$ cat src/rtl/core/spoc_pkg.sv
// Package for the split-output PID controller: beat types, the configuration
// record, register indexes, sequencer state codes and fixed-point widths.
// No dependencies; every other file in rtl/core imports it.
package spoc_pkg;

	// Input and output beats.
	typedef struct packed {
		logic [15:0] measurement;
		logic [15:0] target;
		logic        auto_on;
	} sample_t;

	typedef struct packed {
		logic [15:0] coarse_out;
		logic [15:0] fine_out;
		logic        updated;
	} result_t;

	// Configuration registers as one record.
	typedef struct packed {
		logic signed [31:0] prop_gain;
		logic signed [31:0] integ_gain;
		logic signed [31:0] deriv_gain;
		logic        [15:0] amp_scale;
		logic        [15:0] split_factor;
		logic signed [15:0] limit_low;
		logic signed [15:0] limit_high;
	} cfg_t;

	localparam int CFG_IDX_W  = 3;
	localparam int CFG_DATA_W = 32;

	localparam logic [CFG_IDX_W-1:0] REG_PROP_GAIN    = 3'd0;
	localparam logic [CFG_IDX_W-1:0] REG_INTEG_GAIN   = 3'd1;
	localparam logic [CFG_IDX_W-1:0] REG_DERIV_GAIN   = 3'd2;
	localparam logic [CFG_IDX_W-1:0] REG_AMP_SCALE    = 3'd3;
	localparam logic [CFG_IDX_W-1:0] REG_SPLIT_FACTOR = 3'd4;
	localparam logic [CFG_IDX_W-1:0] REG_LIMIT_LOW    = 3'd5;
	localparam logic [CFG_IDX_W-1:0] REG_LIMIT_HIGH   = 3'd6;

	localparam cfg_t CFG_RESET = '{
		prop_gain:    32'sd1678,
		integ_gain:   32'sd0,
		deriv_gain:   32'sd0,
		amp_scale:    16'd256,
		split_factor: 16'd11136,
		limit_low:    16'sd0,
		limit_high:   16'sd3000
	};

	// Sequencer states.
	localparam int ST_W = 4;
	localparam logic [ST_W-1:0] ST_IDLE  = 4'd0;
	localparam logic [ST_W-1:0] ST_PREP  = 4'd1;
	localparam logic [ST_W-1:0] ST_KI    = 4'd2;
	localparam logic [ST_W-1:0] ST_INT   = 4'd3;
	localparam logic [ST_W-1:0] ST_KP    = 4'd4;
	localparam logic [ST_W-1:0] ST_KD0   = 4'd5;
	localparam logic [ST_W-1:0] ST_KD    = 4'd6;
	localparam logic [ST_W-1:0] ST_PD    = 4'd7;
	localparam logic [ST_W-1:0] ST_SUM   = 4'd8;
	localparam logic [ST_W-1:0] ST_RAW   = 4'd9;
	localparam logic [ST_W-1:0] ST_SPLIT = 4'd10;
	localparam logic [ST_W-1:0] ST_RND   = 4'd11;
	localparam logic [ST_W-1:0] ST_OUT   = 4'd12;

	typedef struct packed {
		logic [ST_W-1:0] state;
		logic            load_out;
	} seq_ctrl_t;

	// Fixed-point widths.
	localparam int FRAC_W  = 24;            // Q.24 fraction
	localparam int IP_W    = 16;            // integer part of the integrator
	localparam int FIX_W   = IP_W + FRAC_W; // a 16-bit limit in Q.24
	localparam int INTEG_W = 48;
	localparam int MUL_A_W = 41;
	localparam int MUL_B_W = 17;
	localparam int MUL_P_W = MUL_A_W + MUL_B_W;
	localparam int ISUM_W  = MUL_P_W + 1;
	localparam int ACC_W   = MUL_P_W + 2;
	localparam int RAW_W   = ACC_W - FRAC_W;
	localparam int FI_W    = FRAC_W + 1;
	localparam int RESID_W = FRAC_W + 2;
	localparam int RND_W   = 44;
	localparam int STERM_W = RND_W - 32;
	localparam int FINE_W  = 17;

	localparam logic [15:0]       FINE_MANUAL = 16'd2000;
	localparam logic [RND_W-1:0]  RND_HALF    = 44'h0_8000_0000;

endpackage

$ cat src/rtl/core/spoc_mul.sv
// Shared signed multiplier with its product register.
// Depends on spoc_pkg for operand and product widths.
module spoc_mul (
	input  logic                                 clk,
	input  logic                                 en,
	input  logic signed [spoc_pkg::MUL_A_W-1:0]  a,
	input  logic signed [spoc_pkg::MUL_B_W-1:0]  b,
	output logic signed [spoc_pkg::MUL_P_W-1:0]  p_q
);
	import spoc_pkg::*;

	always_ff @(posedge clk) begin
		if (en) begin
			p_q <= a * b;
		end
	end

endmodule

$ cat src/rtl/core/spoc_ctrl.sv
// Sequencer that steps one sample through the shared multiplier schedule.
// Depends on spoc_pkg for state codes and the control record.
module spoc_ctrl (
	input  logic                  clk,
	input  logic                  arst_n,
	input  logic                  start,
	input  logic                  auto_on,
	input  logic                  out_free,
	output logic                  busy,
	output spoc_pkg::seq_ctrl_t   ctrl
);
	import spoc_pkg::*;

	logic [ST_W-1:0] state_q;
	logic [ST_W-1:0] state_d;

	always_comb begin
		state_d = state_q;
		unique case (state_q)
			ST_IDLE:  if (start) state_d = ST_PREP;
			ST_PREP:  state_d = auto_on ? ST_KI : ST_OUT;
			ST_KI:    state_d = ST_INT;
			ST_INT:   state_d = ST_KP;
			ST_KP:    state_d = ST_KD0;
			ST_KD0:   state_d = ST_KD;
			ST_KD:    state_d = ST_PD;
			ST_PD:    state_d = ST_SUM;
			ST_SUM:   state_d = ST_RAW;
			ST_RAW:   state_d = ST_SPLIT;
			ST_SPLIT: state_d = ST_RND;
			ST_RND:   state_d = ST_OUT;
			ST_OUT:   if (out_free) state_d = ST_IDLE;
			default:  state_d = ST_IDLE;
		endcase
	end

	always_ff @(posedge clk or negedge arst_n) begin
		if (!arst_n) begin
			state_q <= ST_IDLE;
		end else begin
			state_q <= state_d;
		end
	end

	assign busy          = (state_q != ST_IDLE);
	assign ctrl.state    = state_q;
	assign ctrl.load_out = (state_q == ST_OUT) && out_free;

endmodule

$ cat src/rtl/core/spoc_dp.sv
// Datapath: controller state, operand selection for the shared multiplier,
// accumulator, rounding and clamps. Depends on spoc_pkg and spoc_mul.
module spoc_dp (
	input  logic                  clk,
	input  logic                  arst_n,
	input  spoc_pkg::seq_ctrl_t   ctrl,
	input  spoc_pkg::cfg_t        cfg,
	input  spoc_pkg::sample_t     smp,
	output spoc_pkg::result_t     res
);
	import spoc_pkg::*;

	// Controller state.
	logic signed [INTEG_W-1:0] integ_q;
	logic        [15:0]        prev_q;
	logic                      was_auto_q;
	logic signed [15:0]        held_q;

	// Working registers for one sample.
	logic signed [MUL_B_W-1:0] err_q;
	logic signed [MUL_B_W-1:0] din_q;
	logic        [IP_W-1:0]    ip_q;
	logic signed [FI_W-1:0]    fi_q;
	logic signed [ACC_W-1:0]   acc_q;
	logic signed [RAW_W-1:0]   raw_q;
	logic signed [RESID_W-1:0] resid_q;
	logic signed [15:0]        coarse_q;
	logic signed [STERM_W-1:0] sterm_q;

	logic                      mul_en;
	logic signed [MUL_A_W-1:0] mul_a;
	logic signed [MUL_B_W-1:0] mul_b;
	logic signed [MUL_P_W-1:0] prod_q;
	logic signed [MUL_A_W-1:0] k_gain;
	logic signed [MUL_B_W-1:0] amp_b;

	logic signed [FIX_W-1:0]   lo_fix;
	logic signed [FIX_W-1:0]   hi_fix;
	logic signed [FIX_W-1:0]   held_fix;
	logic signed [FIX_W-1:0]   ip_fix;
	logic signed [ISUM_W-1:0]  isum;
	logic signed [ISUM_W-1:0]  isum_clamped;
	logic                      ip_inc;
	logic                      s_inc;
	logic signed [FI_W-1:0]    s_frac;
	logic        [RND_W-1:0]   rnd_t;
	logic                      rnd_inc;
	logic signed [15:0]        coarse_c;
	logic signed [FINE_W-1:0]  fine_sum;
	logic signed [15:0]        fine_c;

	// An effective gain is the amp-scaled product floored by 2^8.
	assign k_gain = prod_q[MUL_A_W+7:8];
	assign amp_b  = {1'b0, cfg.amp_scale};

	always_comb begin
		mul_en = 1'b1;
		mul_a  = '0;
		mul_b  = '0;
		unique case (ctrl.state)
			ST_PREP: begin
				mul_a = {{(MUL_A_W-32){cfg.integ_gain[31]}}, cfg.integ_gain};
				mul_b = amp_b;
			end
			ST_KI: begin
				mul_a = k_gain;
				mul_b = err_q;
			end
			ST_INT: begin
				mul_a = {{(MUL_A_W-32){cfg.prop_gain[31]}}, cfg.prop_gain};
				mul_b = amp_b;
			end
			ST_KP: begin
				mul_a = k_gain;
				mul_b = err_q;
			end
			ST_KD0: begin
				mul_a = {{(MUL_A_W-32){cfg.deriv_gain[31]}}, cfg.deriv_gain};
				mul_b = amp_b;
			end
			ST_KD: begin
				mul_a = k_gain;
				mul_b = din_q;
			end
			ST_SPLIT: begin
				mul_a = MUL_A_W'(resid_q);
				mul_b = {1'b0, cfg.split_factor};
			end
			default: mul_en = 1'b0;
		endcase
	end

	spoc_mul u_mul (
		.clk (clk),
		.en  (mul_en),
		.a   (mul_a),
		.b   (mul_b),
		.p_q (prod_q)
	);

	assign lo_fix   = {cfg.limit_low, {FRAC_W{1'b0}}};
	assign hi_fix   = {cfg.limit_high, {FRAC_W{1'b0}}};
	assign held_fix = {held_q, {FRAC_W{1'b0}}};
	assign ip_fix   = {ip_q, {FRAC_W{1'b0}}};

	// Integrator update, clamped high first and then low.
	assign isum = ISUM_W'(integ_q) + ISUM_W'(prod_q);
	always_comb begin
		if (isum > ISUM_W'(hi_fix)) begin
			isum_clamped = ISUM_W'(hi_fix);
		end else if (isum < ISUM_W'(lo_fix)) begin
			isum_clamped = ISUM_W'(lo_fix);
		end else begin
			isum_clamped = isum;
		end
	end

	// Truncation toward zero: a negative value with a nonzero fraction
	// steps its floor up by one.
	assign ip_inc = integ_q[INTEG_W-1] && (|integ_q[FRAC_W-1:0]);
	assign s_inc  = acc_q[ACC_W-1] && (|acc_q[FRAC_W-1:0]);
	assign s_frac = {s_inc, acc_q[FRAC_W-1:0]};

	assign rnd_t   = prod_q[RND_W-1:0] + RND_HALF;
	assign rnd_inc = rnd_t[RND_W-1] && (|rnd_t[31:0]);

	always_comb begin
		if (raw_q > RAW_W'(cfg.limit_high)) begin
			coarse_c = cfg.limit_high;
		end else if (raw_q < RAW_W'(cfg.limit_low)) begin
			coarse_c = cfg.limit_low;
		end else begin
			coarse_c = raw_q[15:0];
		end
	end

	assign fine_sum = FINE_W'(signed'({1'b0, FINE_MANUAL})) + FINE_W'(sterm_q);
	always_comb begin
		if (fine_sum > FINE_W'(cfg.limit_high)) begin
			fine_c = cfg.limit_high;
		end else if (fine_sum < FINE_W'(cfg.limit_low)) begin
			fine_c = cfg.limit_low;
		end else begin
			fine_c = fine_sum[15:0];
		end
	end

	always_comb begin
		if (smp.auto_on) begin
			res.coarse_out = coarse_q;
			res.fine_out   = -fine_c;
			res.updated    = 1'b1;
		end else begin
			res.coarse_out = held_q;
			res.fine_out   = FINE_MANUAL;
			res.updated    = 1'b0;
		end
	end

	// Controller state: bumpless load on the manual-to-auto edge, commit of
	// the held output and previous sample when an auto result is loaded.
	always_ff @(posedge clk or negedge arst_n) begin
		if (!arst_n) begin
			integ_q    <= '0;
			prev_q     <= '0;
			was_auto_q <= 1'b0;
			held_q     <= '0;
		end else begin
			if (ctrl.state == ST_PREP && smp.auto_on && !was_auto_q) begin
				integ_q <= INTEG_W'(held_fix);
			end
			if (ctrl.state == ST_INT) begin
				integ_q <= INTEG_W'(isum_clamped);
			end
			if (ctrl.load_out) begin
				was_auto_q <= smp.auto_on;
				if (smp.auto_on) begin
					held_q <= coarse_q;
					prev_q <= smp.measurement;
				end
			end
		end
	end

	always_ff @(posedge clk) begin
		unique case (ctrl.state)
			ST_PREP: begin
				err_q <= {1'b0, smp.target} - {1'b0, smp.measurement};
				if (was_auto_q) begin
					din_q <= {1'b0, smp.measurement} - {1'b0, prev_q};
				end else begin
					din_q <= '0;
				end
			end
			ST_KP:    ip_q <= integ_q[FIX_W-1:FRAC_W] + {{(IP_W-1){1'b0}}, ip_inc};
			ST_KD0: begin
				acc_q <= ACC_W'(prod_q);
				fi_q  <= integ_q[FI_W-1:0] - {ip_q[0], {FRAC_W{1'b0}}};
			end
			ST_PD:    acc_q <= acc_q - ACC_W'(prod_q);
			ST_SUM:   acc_q <= acc_q + ACC_W'(ip_fix);
			ST_RAW: begin
				raw_q   <= acc_q[ACC_W-1:FRAC_W] + {{(RAW_W-1){1'b0}}, s_inc};
				resid_q <= RESID_W'(fi_q) + RESID_W'(s_frac);
			end
			ST_SPLIT: coarse_q <= coarse_c;
			ST_RND:   sterm_q <= rnd_t[RND_W-1:32] + {{(STERM_W-1){1'b0}}, rnd_inc};
			default: ;
		endcase
	end

endmodule

$ cat src/rtl/core/split_output_pid_controller.sv
// Split-output PID controller, derivative on measurement, one sample a beat.
// One sample is taken at a time: the input side stalls while an auto sample
// runs the seven products that share one 41x17 multiplier, or a manual one
// goes from prep straight to output, until its result is loaded. Reset loads
// the register defaults, clears the integrator, held output, previous sample
// and auto flag, and leaves no result pending.
module split_output_pid_controller (
	input  logic                                 clk,
	input  logic                                 arst_n,
	input  logic                                 sample_valid,
	output logic                                 sample_stall,
	input  spoc_pkg::sample_t                    sample,
	output logic                                 result_valid,
	input  logic                                 result_stall,
	output spoc_pkg::result_t                    result,
	input  logic                                 cfg_write,
	input  logic [spoc_pkg::CFG_IDX_W-1:0]       cfg_index,
	input  logic [spoc_pkg::CFG_DATA_W-1:0]      cfg_data
);
	import spoc_pkg::*;

	cfg_t      cfg_q;
	sample_t   sample_q;
	result_t   res;
	seq_ctrl_t ctrl;
	logic      busy;
	logic      start;
	logic      out_free;
	logic      result_valid_q;

	// Configuration writes. The narrow registers take the low bits of the
	// data word; an index beyond the list is ignored.
	always_ff @(posedge clk or negedge arst_n) begin
		if (!arst_n) begin
			cfg_q <= CFG_RESET;
		end else if (cfg_write) begin
			unique case (cfg_index)
				REG_PROP_GAIN:    cfg_q.prop_gain    <= cfg_data;
				REG_INTEG_GAIN:   cfg_q.integ_gain   <= cfg_data;
				REG_DERIV_GAIN:   cfg_q.deriv_gain   <= cfg_data;
				REG_AMP_SCALE:    cfg_q.amp_scale    <= cfg_data[15:0];
				REG_SPLIT_FACTOR: cfg_q.split_factor <= cfg_data[15:0];
				REG_LIMIT_LOW:    cfg_q.limit_low    <= cfg_data[15:0];
				REG_LIMIT_HIGH:   cfg_q.limit_high   <= cfg_data[15:0];
				default: ;
			endcase
		end
	end

	// The input side is open whenever the sequencer is idle, even while a
	// finished result still waits in the output register.
	assign sample_stall = busy;
	assign start        = sample_valid && !busy;

	// The sample is captured once and held for the whole sequence.
	always_ff @(posedge clk) begin
		if (start) begin
			sample_q <= sample;
		end
	end

	// The output register can take a new result when it is empty or its
	// current beat leaves at this edge.
	assign out_free = !result_valid_q || !result_stall;

	spoc_ctrl u_ctrl (
		.clk      (clk),
		.arst_n   (arst_n),
		.start    (start),
		.auto_on  (sample_q.auto_on),
		.out_free (out_free),
		.busy     (busy),
		.ctrl     (ctrl)
	);

	spoc_dp u_dp (
		.clk    (clk),
		.arst_n (arst_n),
		.ctrl   (ctrl),
		.cfg    (cfg_q),
		.smp    (sample_q),
		.res    (res)
	);

	always_ff @(posedge clk or negedge arst_n) begin
		if (!arst_n) begin
			result_valid_q <= 1'b0;
		end else if (ctrl.load_out) begin
			result_valid_q <= 1'b1;
		end else if (!result_stall) begin
			result_valid_q <= 1'b0;
		end
	end

	always_ff @(posedge clk) begin
		if (ctrl.load_out) begin
			result <= res;
		end
	end

	assign result_valid = result_valid_q;

	// An accepted sample closes the input side on the next cycle.
	assert property (@(posedge clk) disable iff (!arst_n)
		start |=> sample_stall)
		else $error("input side still open after a sample beat was accepted");

	// A new result never overwrites one that has not been taken.
	assert property (@(posedge clk) disable iff (!arst_n)
		ctrl.load_out |-> (!result_valid_q || !result_stall))
		else $error("result register overwritten while its beat was stalled");

	// With ordered limits an auto result's big output lies within them.
	assert property (@(posedge clk) disable iff (!arst_n)
		ctrl.load_out && sample_q.auto_on && (cfg_q.limit_low <= cfg_q.limit_high)
		|=> ($signed(result.coarse_out) <= $past(cfg_q.limit_high))
			&& ($signed(result.coarse_out) >= $past(cfg_q.limit_low)))
		else $error("auto big output outside the limits");

	// A manual sample gives the fixed small output and no update flag.
	assert property (@(posedge clk) disable iff (!arst_n)
		ctrl.load_out && !sample_q.auto_on
		|=> !result.updated && (result.fine_out == FINE_MANUAL))
		else $error("manual result carries computed fields");

endmodule
$ cat config.mk
export PLATFORM = sky130hd
export DESIGN_NAME = split_output_pid_controller
export DESIGN_NICKNAME = d
export VERILOG_FILES = /design/src/rtl/core/spoc_pkg.sv /design/src/rtl/core/spoc_mul.sv /design/src/rtl/core/spoc_ctrl.sv /design/src/rtl/core/spoc_dp.sv /design/src/rtl/core/split_output_pid_controller.sv
export SDC_FILE = /design/constraint.sdc
export NUM_CORES = 2
export LEC_CHECK = 0
export ABC_AREA = 1
export ABC_CLOCK_PERIOD_IN_PS = 21300
export BUFFER_PORTS_ARGS = -buffer_cell sky130_fd_sc_hd__buf_2
export CORE_UTILIZATION = 50
export DETAILED_ROUTE_END_ITERATION = 8
export HOLD_SLACK_MARGIN = 0.06
export PLACE_DENSITY = 0.78
export RECOVER_POWER = 50
export SYNTH_ARGS = -nofsm -noshare
export SYNTH_HDL_FRONTEND = slang
export SYNTH_SLANG_ARGS = --single-unit
$ cat constraint.sdc
create_clock -name clk -period 21.3 [get_ports clk]
set_input_delay 1.065 -clock clk [delete_from_list [all_inputs] [get_ports clk]]
set_output_delay 1.065 -clock clk [all_outputs]
set_load 0.02 [all_outputs]
# [Yosys cells after proc, flatten, opt, wreduce, memory -nomap -nowiden]
# Cells that the tools add are included.
[op_classes] muxes=19 n_eq_ne=21 n_div=0 n_shift=0 addsub=13 bitwise=0 n_mul=1 order_cmp=6 n_reduce_logical=33
[op_table] op="one-hot mux 41 bit (5 select lines)" n=1
[op_table] op="2-to-1 mux 48 bit" n=4
[op_table] op="one-hot mux 60 bit (3 select lines)" n=1
[op_table] op="one-hot mux 17 bit (4 select lines)" n=1
[op_table] op="2-to-1 mux 16 bit" n=4
[op_table] op="adder 60 x 40 -> 60 bit" n=1
[op_table] op="subtractor 60 x 58 -> 60 bit" n=1
[op_table] op="adder 48 x 58 -> 59 bit" n=1
[op_table] op="> comparator 59 x 40 -> 1 bit" n=1
[op_table] op="< comparator 59 x 40 -> 1 bit" n=1
[op_table] op="multiplier 41 x 17 -> 58 bit" n=1
[op_table] op="one-hot mux 4 bit (13 select lines)" n=1
[op_table] op="OR reduction 24 bit" n=2
[op_table] op="adder 44 x 32 -> 44 bit (second input constant)" n=1
[op_table] op="adder 36 x 1 -> 36 bit" n=1
[op_table] op="> comparator 36 x 16 -> 1 bit" n=1
[op_table] op="< comparator 36 x 16 -> 1 bit" n=1
[op_table] op="subtractor 16 x 16 -> 17 bit" n=2
[op_table] op="2-to-1 mux 33 bit" n=1
[op_table] op="OR reduction 32 bit" n=1
[op_table] op="adder 25 x 25 -> 26 bit" n=1
[op_table] op="subtractor 25 bit" n=1
[op_table] op="equality test 4 bit (second input constant)" n=5
[op_table] op="AND reduction 2 bit" n=9
[op_table] op="other kinds (27)" n=49
[word_totals] rom_bits=0 reg_bits=595 inputBits=73 n_memories=0 out_inout_bits=35 latch_bits=0 ram_bits=0

# [Depth between registers and ports, before layout]
[depth] ltp_word=6 depth_mapped=39 ltp_nobuf=37

# [Hierarchy]
# From an unflattened synthesis, not the netlist that was laid out.
[unflattened] cells_unflattened=9239 area_unflattened_um2=69067.5
[by_module_without_submodules] mod="spoc_dp" n_inst=1 area_per_inst_um2=32688.9 cells_per_inst=4739 seq_area_each_um2=8783.4
[by_module_without_submodules] mod="spoc_mul" n_inst=1 area_per_inst_um2=27794.2 cells_per_inst=3687 seq_area_each_um2=1741.7
[by_module_without_submodules] mod="split_output_pid_controller" n_inst=1 area_per_inst_um2=8323.0 cells_per_inst=775 seq_area_each_um2=6034.5
[by_module_without_submodules] mod="spoc_ctrl" n_inst=1 area_per_inst_um2=261.5 cells_per_inst=38 seq_area_each_um2=100.1

# [Worst setup path before layout]
# Ideal clock, no wire load.
[synth_path] path_kind="reg-to-reg" start="register u_ctrl.state_q[3]" end="register u_dp.u_mul.p_q[44] (netlist bit), data pin" required_time_ps=21040 slack_ps=13196 stages_incl_launch_ff=30 arrival_ps=7844 cell_sequence="dfrtp_1 nor2_1 inv_1 nor2_1 clkbuf_1 a221oi_1 o21ai_1 clkbuf_1 nand2_1 fa_1 inv_1 fa_1 inv_1 fa_1 inv_1 fa_1 fa_1 inv_1 fa_1 inv_1 ha_1 nand2_1 nor2_1 nand2_1 nor4_1 a21oi_1 or2_2 nand2_1 a21boi_0 xnor2_1"
[synth_via] elab_chain_cells=4
[synth_rtl] item="from (decl)" line_no="spoc_ctrl.sv:14" rtl="logic [ST_W-1:0] state_q;"
[synth_rtl] item="from (signal assigned)" line_no="spoc_ctrl.sv:41" rtl="state_q <= state_d;"
[synth_rtl] item="equality test 4 x 2 -> 1 bit, or another cell as far along" line_no="spoc_dp.sv:60" rtl="unique case (ctrl.state)"
[synth_rtl] item="OR reduction 3 bit (no line) / OR reduction 2 bit (equally long branches)"
[synth_rtl] item="one-hot mux 41 bit (5 select lines) / one-hot mux 17 bit (4 select lines) (equally long branches)" line_no="spoc_dp.sv:60"
[synth_rtl] item="multiplier 41 x 17 -> 58 bit (*)" line_no="spoc_mul.sv:14" rtl="p_q <= a * b;"
[synth_rtl] item="to (signal assigned)" line_no="spoc_mul.sv:14"
[synth_rtl] item="to (decl)" line_no="spoc_mul.sv:8" rtl="output logic signed [spoc_pkg::MUL_P_W-1:0] p_q"
# Every way passes the cells marked *; elsewhere a longest branch is shown, timed or not.
# A chain may end at the register's enable or synchronous reset.

# [Final worst setup path]
[layout_path] start="register u_ctrl.state_q[0]" end="register u_dp.u_mul.p_q[44] (netlist bit), data pin"
# Same word-level chain as after synthesis.

==> impl_metrics.csv <==
group,metric,value,unit
synthesis,ys_warn_count,0,
setup_path,timing.critical_path.to_type,"flop",
setup_path,critical_path_required,21.66,ns
finish,final_cell_count_no_fill,10300,
timing,grt_setup_unrepaired,"no",
place,place.detailed.hpwl,178000,µm
timing,timing.final.hold_violations,0,
grt,grt_overflow,0,
clock_tree,numCtsBuffers,67,
finish,postLayoutCellArea,71200,µm²
clock_tree,cts-resized-gates,0,
setup_path,worst-path-max-fanout,40,
timing,timing.final.setup_violations,0,
routing,drt-wirelength-per-cell,21.6,µm
status,failed_checks,"max-capacitance violations, max-slew violations",
place,placedCellCount,10200,
clock_tree,worst_skew_pair.late_latency,0.64,ns
clock_tree,path_clk_slew,0.06,ns
setup_path,arr_time_crit_path,11.03,ns
floorplan,die_boundary_height,366,µm
clock_tree,htreeDepth,3,
synthesis,synthesis.area,66400,µm²
place,globalplace.congestion,0.990,
finish,layout.nets,9772,
synthesis,yosys.area.top_type_share,20.0,%
floorplan,floorplan.die.width,366,µm
routing,drt_pass1_iterations,9,
floorplan,fp.coreArea,132000,µm²
min_path,hold_path_startpoint,"u_ctrl.state_q[0]",
floorplan,floorplan_die_area,134000,µm²
synthesis,average_footprint_of_a_synthesized_cell,7.83,µm²
synthesis,syn_nets,9728,
synthesis,synth.distinct_cells,60,
setup_path,worst_r2r_endpoint,"u_dp.u_mul.p_q[44]",
finish,final_common_cell,"sky130_fd_sc_hd__nand2_1",
clock_tree,cts_hold_buf,0,
synthesis,ys_dominant_reg_cell,"sky130_fd_sc_hd__edfxtp_1",
place,post_dp_cell_area,69000,µm²
flow_run,cap_violations,13,
floorplan,num_io_pins,108,
floorplan,initial_utilization,50.4,%
finish,layout-drive-gt1-share,3.98,%
setup_path,worstSetupStartpointType,"flop",
finish,synthToLayoutAreaGrowth,7.29,%
place,port_buffers,107,
grt,groute.usage.overall,33.2,%
setup_path,worst-path-buf-inv,8,
min_path,hold_path_end,"u_ctrl.state_q[0]",
grt,grt_antenna_before_repair,8,
routing,detail_route.wirelength,223000,µm
timing,slew_headroom,-338,%
setup_path,path_common_cell,"sky130_fd_sc_hd__inv_1",
timing,slew_at_the_pin_closest_to_its_max_slew_limit,6.57,ns
setup_path,timing.reg2reg.worst_path_depth,29,
status,run_status,"complete, but fails checks",
timing,clock_skew,0.0435,ns
synthesis,synth_async_sr_flop_share,41.3,%
synthesis,synth_enable_flop_cells,349,
routing,drt-vias-per-instance,5.68,
synthesis,synth_area_leader_cell,"sky130_fd_sc_hd__fa_1",
min_path,hold_path_depth,1,
synthesis,synth.area.top_cells,"sky130_fd_sc_hd__fa_1, sky130_fd_sc_hd__edfxtp_1, sky130_fd_sc_hd__nand2_1, sky130_fd_sc_hd__inv_1, sky130_fd_sc_hd__ha_1",
synthesis,synth.ff_latch_count,595,
setup_path,crit_type,"flop to flop",
synthesis,post_synth_inst_count,8471,
setup_path,r2r_slack,10.63,ns
routing,detail-route-antenna-nets,0,
setup_path,timing.critical_path.slowest_stage_cell,"sky130_fd_sc_hd__nor2_1",
floorplan,row_count,133,
clock_tree,clock_tree_from_tritoncts,"built",
timing,period_minus_slack,10.67,ns
routing,post-route-drc-count,0,
clock_tree,clk_path_buf_depth,3,
min_path,holdCritPathClass,"flop to flop",
grt,grt_first_pass_wirelength,343000,µm
clock_tree,clock_sink_count,595,
clock_tree,postCtsSetupBuffers,0,
clock_tree,cts-root-buf,"sky130_fd_sc_hd__clkbuf_16",
routing,via_count,58700,
timing,number_of_pins_with_negative_max_slew_slack_in_the_final_report,626,
timing,clock.fmax,93.7,MHz
grt,grt_max_degree,114,
setup_path,path_delay_family,"simple AND/OR/NAND/NOR gates",
timing,fin_tns_setup,0,ns
setup_path,critical-path-max-stage-delay,1.72,ns
setup_path,timing.rr.start,"u_ctrl.state_q[0]",
timing,min_period_over_period,50.1,%
routing,drt_first_iter_violations,5803,
finish,most-common-layout-cells,"sky130_fd_sc_hd__nand2_1, sky130_fd_sc_hd__inv_1, sky130_fd_sc_hd__fa_1",
grt,grt_pass1_vias,59300,
synthesis,synth_sequential_area_ratio,25.1,%
==> area by class of cell <==
class / instances / area, µm²
Fill cell: 12300 / 60400
Multi-Input combinational cell: 5849 / 42100
Sequential cell: 595 / 16700
Inverter: 1811 / 6800
Tap cell: 1755 / 2200
Clock buffer: 88 / 1840
Timing Repair Buffer: 191 / 1090
Clock inverter: 36 / 517
Antenna cell: 1 / 2.50
==> metal layers <==
| metal | up-vias | global-route usage, % | part of all wire (%) | routed length [µm] |
|---|---|---|---|---|
| li1 | 26900 | - | - | - |
| met1 | 28400 | 44.2 | 40 | 90200 |
| met2 | 2791 | 53.1 | 45 | 101000 |
| met3 | 556 | 5.27 | 9.1 | 20300 |
| met4 | 2 | 15.6 | 5.2 | 11600 |
| met5 | - | 0 | 0.0058 | 13 |
==> registers in the layout, indices dropped and copies added (netlist names) <==
register and cells:
result 33, u_dp.was_auto_q 1, cfg_q 160, u_dp.resid_q 26, result_valid 1, u_dp.ip_q 16
u_dp.integ_q 48, u_dp.raw_q 36, u_dp.sterm_q 12, u_dp.err_q 17, u_dp.held_q 16, u_dp.din_q 17
u_dp.u_mul.p_q 58, u_dp.acc_q 60, u_dp.prev_q 16, u_dp.coarse_q 16, sample_q 33, u_ctrl.state_q 4
u_dp.fi_q 25
==> cell usage after synthesis, types with 5 or more instances <==
cell	number
sky130_fd_sc_hd__nand2_1	2019
sky130_fd_sc_hd__inv_1	1798
sky130_fd_sc_hd__fa_1	662
sky130_fd_sc_hd__ha_1	522
sky130_fd_sc_hd__a21oi_1	507
sky130_fd_sc_hd__nor2_1	500
sky130_fd_sc_hd__o21ai_0	491
sky130_fd_sc_hd__edfxtp_1	349
sky130_fd_sc_hd__nand3_1	278
sky130_fd_sc_hd__dfrtp_1	227
sky130_fd_sc_hd__xor2_1	173
sky130_fd_sc_hd__clkbuf_1	152
sky130_fd_sc_hd__nand4_1	86
sky130_fd_sc_hd__a31oi_1	72
sky130_fd_sc_hd__xnor2_1	71
sky130_fd_sc_hd__nor3_1	69
sky130_fd_sc_hd__buf_2	56
sky130_fd_sc_hd__nor4_1	36
sky130_fd_sc_hd__o211ai_1	33
sky130_fd_sc_hd__o21ai_1	33
sky130_fd_sc_hd__o21bai_1	33
sky130_fd_sc_hd__a221oi_1	32
sky130_fd_sc_hd__o21a_1	32
sky130_fd_sc_hd__a21o_1	25
sky130_fd_sc_hd__a21boi_0	23
sky130_fd_sc_hd__o221ai_1	22
sky130_fd_sc_hd__or2_2	21
sky130_fd_sc_hd__dfstp_2	19
sky130_fd_sc_hd__o22ai_1	19
sky130_fd_sc_hd__nand2_2	13
sky130_fd_sc_hd__nand3b_1	13
sky130_fd_sc_hd__a22oi_1	8
sky130_fd_sc_hd__clkinv_1	8
sky130_fd_sc_hd__a211oi_1	7
sky130_fd_sc_hd__and3_1	7
sky130_fd_sc_hd__nor2_2	7
sky130_fd_sc_hd__o2111ai_1	6
sky130_fd_sc_hd__buf_1	5
sky130_fd_sc_hd__inv_2	5
sky130_fd_sc_hd__nor3b_1	5
==> worst max-delay path by stage <==
stage	from	end	slack (ns)	cells after the start
global placement	u_ctrl.state_q[3]	u_dp.u_mul.p_q[44]	12.16	29
finish	u_ctrl.state_q[0]	u_dp.u_mul.p_q[44]	10.63	29
floorplan	u_ctrl.state_q[3]	u_dp.u_mul.p_q[44]	13.20	29
global route	u_ctrl.state_q[0]	u_dp.u_mul.p_q[55]	10.32	29
detailed placement	u_ctrl.state_q[3]	u_dp.u_mul.p_q[44]	12.04	29
CTS	u_ctrl.state_q[0]	u_dp.u_mul.p_q[55]	12.01	29
==> metrics by stage <==
stage               hold slack [ns]  utilization (%)  worst slack, ns
floorplan                     0.445                -            13.20
global placement              0.465             52.4            12.16
detailed placement            0.473             52.4            12.04
CTS                           0.482             54.2            12.01
global route                  0.496             54.1            10.32
finish                        0.482             54.1            10.63
==> logic make-up after synthesis <==
logic type	share of synthesized area [%]
compound gates	11.5
xor+xnor	3.22
fa+ha+maj	29.8
buf+inv	11.6
flops	25.1
simple gates	18.8
Power is left out: the tool's default activity adds up to more than one toggle a clock period on the data nets, which glitch-free logic cannot reach.
